===== src/rtl/odq_pkg.sv =====
package odq_pkg;

  typedef logic signed [31:0] value_t;

  typedef struct packed {
    logic load;
    logic take_left;
    logic take_right;
  } cell_ctrl_t;

  localparam logic [1:0] OP_PUSH_BACK  = 2'd0;
  localparam logic [1:0] OP_PUSH_FRONT = 2'd1;
  localparam logic [1:0] OP_REMOVE     = 2'd2;
  localparam logic [1:0] OP_SEARCH     = 2'd3;

  localparam logic [1:0] ST_DONE    = 2'd0;
  localparam logic [1:0] ST_FULL    = 2'd1;
  localparam logic [1:0] ST_MISSING = 2'd2;

  localparam int IN_DATA_W  = 40;
  localparam int OUT_DATA_W = 16;

endpackage


===== src/rtl/ordered_deque_remove_by_value_core.sv =====
// Channel  Direction  Payload
// in_      sink       tdata: opcode[1:0], value[33:2], zero pad to 40 bits
// out_     source     tdata: status[1:0], match_position[5:2], length[10:6], pad to 16
//
// Each transaction steps through accept, per-cell compare against the
// registered value, then apply (shift/load the cell row and write the result).
// The first-match pick is one CAPACITY-wide subtract over the match vector.
// Reset (rst_n low, synchronous) empties the list; cell data is not cleared.
// in_tready stays low while rst_n is low.
// A result held by out_tready low stalls the apply step; once it is handed
// off, the next transaction can be accepted while the new result waits.
module ordered_deque_remove_by_value_core
  import odq_pkg::*;
#(
  parameter int CAPACITY = 16
) (
  input  logic                  clk,
  input  logic                  rst_n,
  input  logic                  in_tvalid,
  output logic                  in_tready,
  input  logic [IN_DATA_W-1:0]  in_tdata,   // opcode[1:0], value[33:2]
  output logic                  out_tvalid,
  input  logic                  out_tready,
  output logic [OUT_DATA_W-1:0] out_tdata   // status[1:0], match_position[5:2], length[10:6]
);

  localparam int CW = $clog2(CAPACITY + 1);
  localparam int IW = $clog2(CAPACITY);

  typedef enum logic [1:0] {S_IDLE, S_CMP, S_APPLY} state_t;

  state_t         state_r;
  logic [1:0]     op_r;
  value_t         value_r;
  logic [CW-1:0]  count_r;
  logic [CW-1:0]  count_nxt;
  logic           out_valid_r;
  logic [1:0]     status_r;
  logic [1:0]     status_nxt;
  logic [3:0]     pos_r;
  logic [4:0]     length_r;

  value_t               cell_data  [CAPACITY];
  logic [CAPACITY-1:0]  cell_match;
  cell_ctrl_t           cell_ctrl  [CAPACITY];

  logic [CAPACITY-1:0]  mv;
  logic [CAPACITY-1:0]  low;
  logic [CAPACITY-1:0]  below;
  logic                 hit_any;
  logic                 full;
  logic                 fire;
  logic [IW-1:0]        hit_pos;

  assign in_tready  = rst_n && (state_r == S_IDLE);
  assign fire       = (state_r == S_APPLY) && (!out_valid_r || out_tready);
  assign out_tvalid = out_valid_r;
  assign out_tdata  = {{(OUT_DATA_W - 11){1'b0}}, length_r, pos_r, status_r};

  for (genvar g = 0; g < CAPACITY; g++) begin : g_cell
    value_t left_d;
    value_t right_d;
    if (g == 0) begin : g_first
      assign left_d = value_r;
    end else begin : g_mid
      assign left_d = cell_data[g-1];
    end
    if (g == CAPACITY - 1) begin : g_last
      assign right_d = cell_data[g];
    end else begin : g_inner
      assign right_d = cell_data[g+1];
    end

    assign mv[g] = cell_match[g] && (CW'(g) < count_r);

    always_comb begin
      cell_ctrl[g] = '0;
      if (fire) begin
        case (op_r)
          OP_PUSH_BACK:  cell_ctrl[g].load       = !full && (count_r == CW'(g));
          OP_PUSH_FRONT: begin
            cell_ctrl[g].load      = !full && (g == 0);
            cell_ctrl[g].take_left = !full;
          end
          OP_REMOVE:     cell_ctrl[g].take_right = hit_any && !below[g];
          default:       cell_ctrl[g] = '0;
        endcase
      end
    end

    odq_cell u_cell (
      .clk        (clk),
      .value      (value_r),
      .left_data  (left_d),
      .right_data (right_d),
      .ctrl       (cell_ctrl[g]),
      .data       (cell_data[g]),
      .match      (cell_match[g])
    );
  end

  assign hit_any = |mv;
  assign low     = mv & (~mv + 1'b1);
  assign below   = (mv - 1'b1) & ~mv;
  assign full    = (count_r == CW'(CAPACITY));

  always_comb begin
    hit_pos = '0;
    for (int i = 0; i < CAPACITY; i++) begin
      if (low[i]) begin
        hit_pos = hit_pos | IW'(i);
      end
    end
  end

  always_comb begin
    count_nxt  = count_r;
    status_nxt = ST_DONE;
    case (op_r)
      OP_PUSH_BACK, OP_PUSH_FRONT: begin
        if (full) begin
          status_nxt = ST_FULL;
        end else begin
          count_nxt = count_r + 1'b1;
        end
      end
      OP_REMOVE: begin
        if (!hit_any) begin
          status_nxt = ST_MISSING;
        end else begin
          count_nxt = count_r - 1'b1;
        end
      end
      default: begin
        if (!hit_any) begin
          status_nxt = ST_MISSING;
        end
      end
    endcase
  end

  always_ff @(posedge clk) begin
    if (!rst_n) begin
      state_r     <= S_IDLE;
      count_r     <= '0;
      out_valid_r <= 1'b0;
    end else begin
      case (state_r)
        S_IDLE: begin
          if (in_tvalid) begin
            op_r    <= in_tdata[1:0];
            value_r <= in_tdata[33:2];
            state_r <= S_CMP;
          end
        end
        S_CMP: state_r <= S_APPLY;
        S_APPLY: begin
          if (fire) begin
            count_r     <= count_nxt;
            status_r    <= status_nxt;
            pos_r       <= ((op_r == OP_REMOVE || op_r == OP_SEARCH) && hit_any) ?
                           4'(hit_pos) : 4'd0;
            length_r    <= 5'(count_nxt);
            out_valid_r <= 1'b1;
            state_r     <= S_IDLE;
          end
        end
        default: state_r <= S_IDLE;
      endcase
      if (out_valid_r && out_tready && !fire) begin
        out_valid_r <= 1'b0;
      end
    end
  end

  a_count_bound: assert property (@(posedge clk) disable iff (!rst_n)
    count_r <= CW'(CAPACITY))
    else $error("entry count above capacity");

  a_cmp_to_apply: assert property (@(posedge clk) disable iff (!rst_n)
    state_r == S_CMP |=> state_r == S_APPLY)
    else $error("compare step not followed by apply");

  a_single_hit: assert property (@(posedge clk) disable iff (!rst_n)
    state_r == S_APPLY |-> $onehot0(low))
    else $error("more than one first match");

  a_full_length: assert property (@(posedge clk) disable iff (!rst_n)
    fire && status_nxt == ST_FULL |=> length_r == 5'(CAPACITY))
    else $error("full status with short list");

endmodule


===== src/rtl/odq_cell.sv =====
module odq_cell
  import odq_pkg::*;
(
  input  logic       clk,
  input  value_t     value,
  input  value_t     left_data,
  input  value_t     right_data,
  input  cell_ctrl_t ctrl,
  output value_t     data,
  output logic       match
);

  value_t data_r;
  value_t data_nxt;
  logic   match_r;

  always_comb begin
    data_nxt = data_r;
    if (ctrl.load) begin
      data_nxt = value;
    end else if (ctrl.take_left) begin
      data_nxt = left_data;
    end else if (ctrl.take_right) begin
      data_nxt = right_data;
    end
  end

  always_ff @(posedge clk) begin
    data_r  <= data_nxt;
    match_r <= (data_r == value);
  end

  assign data  = data_r;
  assign match = match_r;

endmodule

===== config.mk =====
export PLATFORM = sky130hd
export DESIGN_NAME = ordered_deque_remove_by_value_core
export DESIGN_NICKNAME = d
export VERILOG_FILES = /design/src/rtl/odq_pkg.sv /design/src/rtl/ordered_deque_remove_by_value_core.sv /design/src/rtl/odq_cell.sv
export SDC_FILE = /design/constraint.sdc
export NUM_CORES = 1
export LEC_CHECK = 0
export BUFFER_PORTS_ARGS = -buffer_cell sky130_fd_sc_hd__buf_2
export CAP_MARGIN = 20
export CORE_MARGIN = 8
export CORE_UTILIZATION = 55
export CTS_CLUSTER_SIZE = 10
export DETAILED_ROUTE_END_ITERATION = 6
export MAX_ROUTING_LAYER = met4
export PLACE_DENSITY = 0.71
export SYNTH_ARGS = -nofsm -noshare
export SYNTH_HDL_FRONTEND = slang
export SYNTH_SLANG_ARGS = --single-unit
export TNS_END_PERCENT = 20

===== constraint.sdc =====
create_clock -name clk -period 5.6 [get_ports clk]
set_input_delay 1.4 -clock clk [delete_from_list [all_inputs] [get_ports clk]]
set_output_delay 1.4 -clock clk [all_outputs]
set_load 0.05 [all_outputs]

==> flow_summary.ini <==
[run_status]
violations = DRC
status = complete, but fails checks

[timing]
fin_crit_sh_pct = 72.1
max_slew_margin_pct = 20.1
rsz0062_at_grt = no
min_period_ps = 4040
finalMaxSlewViolations = 0
finalHoldViolCount = 0
tightest_slew_ps = 1200
fmax_mhz = 248
tns_ps = 0
fin_ws_ps = 1560
fin_worst_skew_ps = 23.4
setup_viol = 0
fin_hold_ws_ps = 579

[power_and_ir_drop]
swShare_pct = 22.9
switchingPower_uw = 2180
p_comb_share_pct = 5.3
power.share.clock_pct = 44.1
power_leakage_uw = 0.0130
fin_total_pwr_uw = 9520
p_int_uw = 7340
ir_worst_vdd_mv = 0.242
power_density_nw_per_um2 = 257
pwr-share-seq_pct = 50.7

[hold_path]
hold_class = flop to flop

[worst_setup_path]
cp_max_fo = 64
crit_path_start_kind = flop
arrival_ps = 4360
worst_setup_path_end_kind = flop
crit_type = flop to flop
critPathRequiredTime_ps = 5920

[clock_network]
cts_setup_buffers = 0
cts_tree = built
clkTransAtPathRegs_ps = 50
post_cts_resized = 0
htreeDepth = 3
cts_made_buffers = 70
cts.path.max_buffers = 3
cts-root-buf = clkbuf_16
ctsHoldBuffers = 0
clock_sinks = 581
worstSkewPairLatency_ps = 620

[drt]
routed-via-count = 27600
firstDrtPassIters = 7
avgViaCountPerCell = 6.47
drt-initial-drc-count = 4254
wire_per_inst_um = 26.8
drc = 2
antenna_left = 0
totalWireLength_mm = 114

[die]
die_area_um2 = 70600
die_h_um = 266
initial_core_util_pct = 55.6
io_pins = 62
die_w_um = 266
coreArea_um2 = 61700
rows = 91

[yosys]
async_reset_ff_share_pct = 0
seq_area_frac_synth_pct = 50.2
synth-edff-count = 557
synth_area_um2 = 34300
yosys_warnings = 0
yosysUniqueCellTypes = 63
syn_inst = 3522
avgSynthCellArea_um2 = 9.74
yosys_most_used_dff = edfxtp_1
yosys_register_bits = 581

[grt]
antenna_found_initial = 1
grt_usage_pct = 32.2
grt_pass1_wl_mm = 167
grt_max_degree = 125
gr-total-overflow = 0
grt_pass1_vias = 25800

[placed_design]
portBuffers = 50
place_area_um2 = 35000
dpl.hpwl_mm = 75.3
gp_congestion = 0.987
dp_slack_ps = 1280

[finish]
antennaDiodeCount = 0
area_growth_pct = 7.92
fill_cells = 5206
drive_gt1_share_pct = 9.04
layout.nets = 3441
multi_input_area_um2 = 15800
seqCellArea_um2 = 17200
fin_area_um2 = 37000

[job]
drv_cap = 0
[synth_stat cells, drive strengths merged, types with 3 or more instances]
library cell  number  share of area (%)
a31oi            294                5.4
clkbuf           190                2.1
o21ai             82                1.2
o211ai            12               0.30
a31o               4               0.10
nor4             131                2.4
and2               6               0.11
nor3               9               0.18
a21boi             5               0.12
nor2b              4              0.073
a21oi            111                1.7
or3                4              0.073
edfxtp           557                 49
buf              146                1.9
nand4             35               0.64
nand2            672                7.4
nand2b            12               0.22
nor2             418                4.6
o22ai              3              0.055
dfxtp             24                1.4
ha                 5               0.18
mux2i            162                4.7
nor3b              4               0.12
xor2             513                 13
nand3             17               0.25
and3               4              0.073
mux2              64                2.1
inv                8              0.088
[logic make-up after synthesis]
family	share of synthesized area, %
and+or+nand+nor	16.2
DFF	50.2
AOI/OAI and AO/OA	9.30
xor gates and xnor gates	13.2
buffers and inverters	4.11
muxes	6.83
adders and majority gates	0.182
other	0.0109
[flip-flops by register name (all words and copies together), names as in the netlist]
register,cells
state_r,2
g_cell.left_d,32
g_cell.u_cell.data,512
length_r,5
pos_r,4
status_r,2
count_r,5
out_tvalid,1
g_cell.u_cell.match,16
op_r,2
[metrics by stage]
stage,instances,util [%]
floorplan,3526,-
global route,4267,60.0
global placement,4156,56.7
CTS,4266,59.9
detailed placement,4156,56.7
finish,4267,60.0
[critical path, cell delays in order (launching register included)]
cell      delay, ps
dfxtp_1         780
inv_1           220
ha_1            380
a31o_2          330
nor4_1          680
nand4b_1        480
buf_4           480
nor2_1          240
a21oi_1          60
[worst paths after layout]
check | startpoint | end | cells after the start | slack [ps]
setup / recovery | count_r[1] | g_cell[13].u_cell.data[15] | 8 | 1560
hold / removal | out_tvalid | out_tvalid | 2 | 580
setup reg to reg | count_r[1] | g_cell[13].u_cell.data[15] | 8 | 1560
hold reg to reg | out_tvalid | out_tvalid | 2 | 580
[per-layer routing]
metal | part of all wire, % | vias to the layer above | global-route usage, %
li1 | - | 12100 | -
met1 | 37 | 13100 | 41.2
met2 | 45 | 1990 | 48.2
met3 | 12 | 392 | 6.14
met4 | 6.7 | 0 | 18.1
met5 | 0 | - | -
[power by group through the flow]
stage	Clock [µW]	Combinational, µW	Sequential, µW
floorplan	0	342	4880
global placement	0	480	4910
detailed placement	0	488	4910
CTS	4220	491	4820
global route	4380	527	4820
finish	4200	502	4820
[cells in the final DEF, fill, tap and decap left out, types with 5 or more instances in the layout]
cell type	synthesis	final
a21oi_1	110	110
a31oi_1	293	293
and2_1	6	5
buf_12	0	5
buf_2	64	50
buf_4	6	75
clkbuf_1	190	28
clkbuf_16	0	74
conb_1	1	5
dfxtp_1	24	24
edfxtp_1	557	557
ha_1	5	5
inv_1	8	8
mux2_2	64	64
mux2i_1	162	162
nand2_1	672	669
nand2b_1	12	12
nand3_1	17	7
nand3_2	0	10
nand4_1	35	35
nor2_1	416	416
nor3_1	7	5
nor4_1	131	131
o211ai_1	11	11
o21ai_0	80	79
xor2_1	513	513
[layout make-up]
class	instances	share of cell area, %
sequential	581	46.5
timing repair buffer	130	2.47
clock inverter	7	0.132
inverter	8	0.0811
multi-input combinational	2601	42.7
clock buffer	103	5.32
tap	837	2.83
No activity file was read; power rests on OpenSTA's default activity.
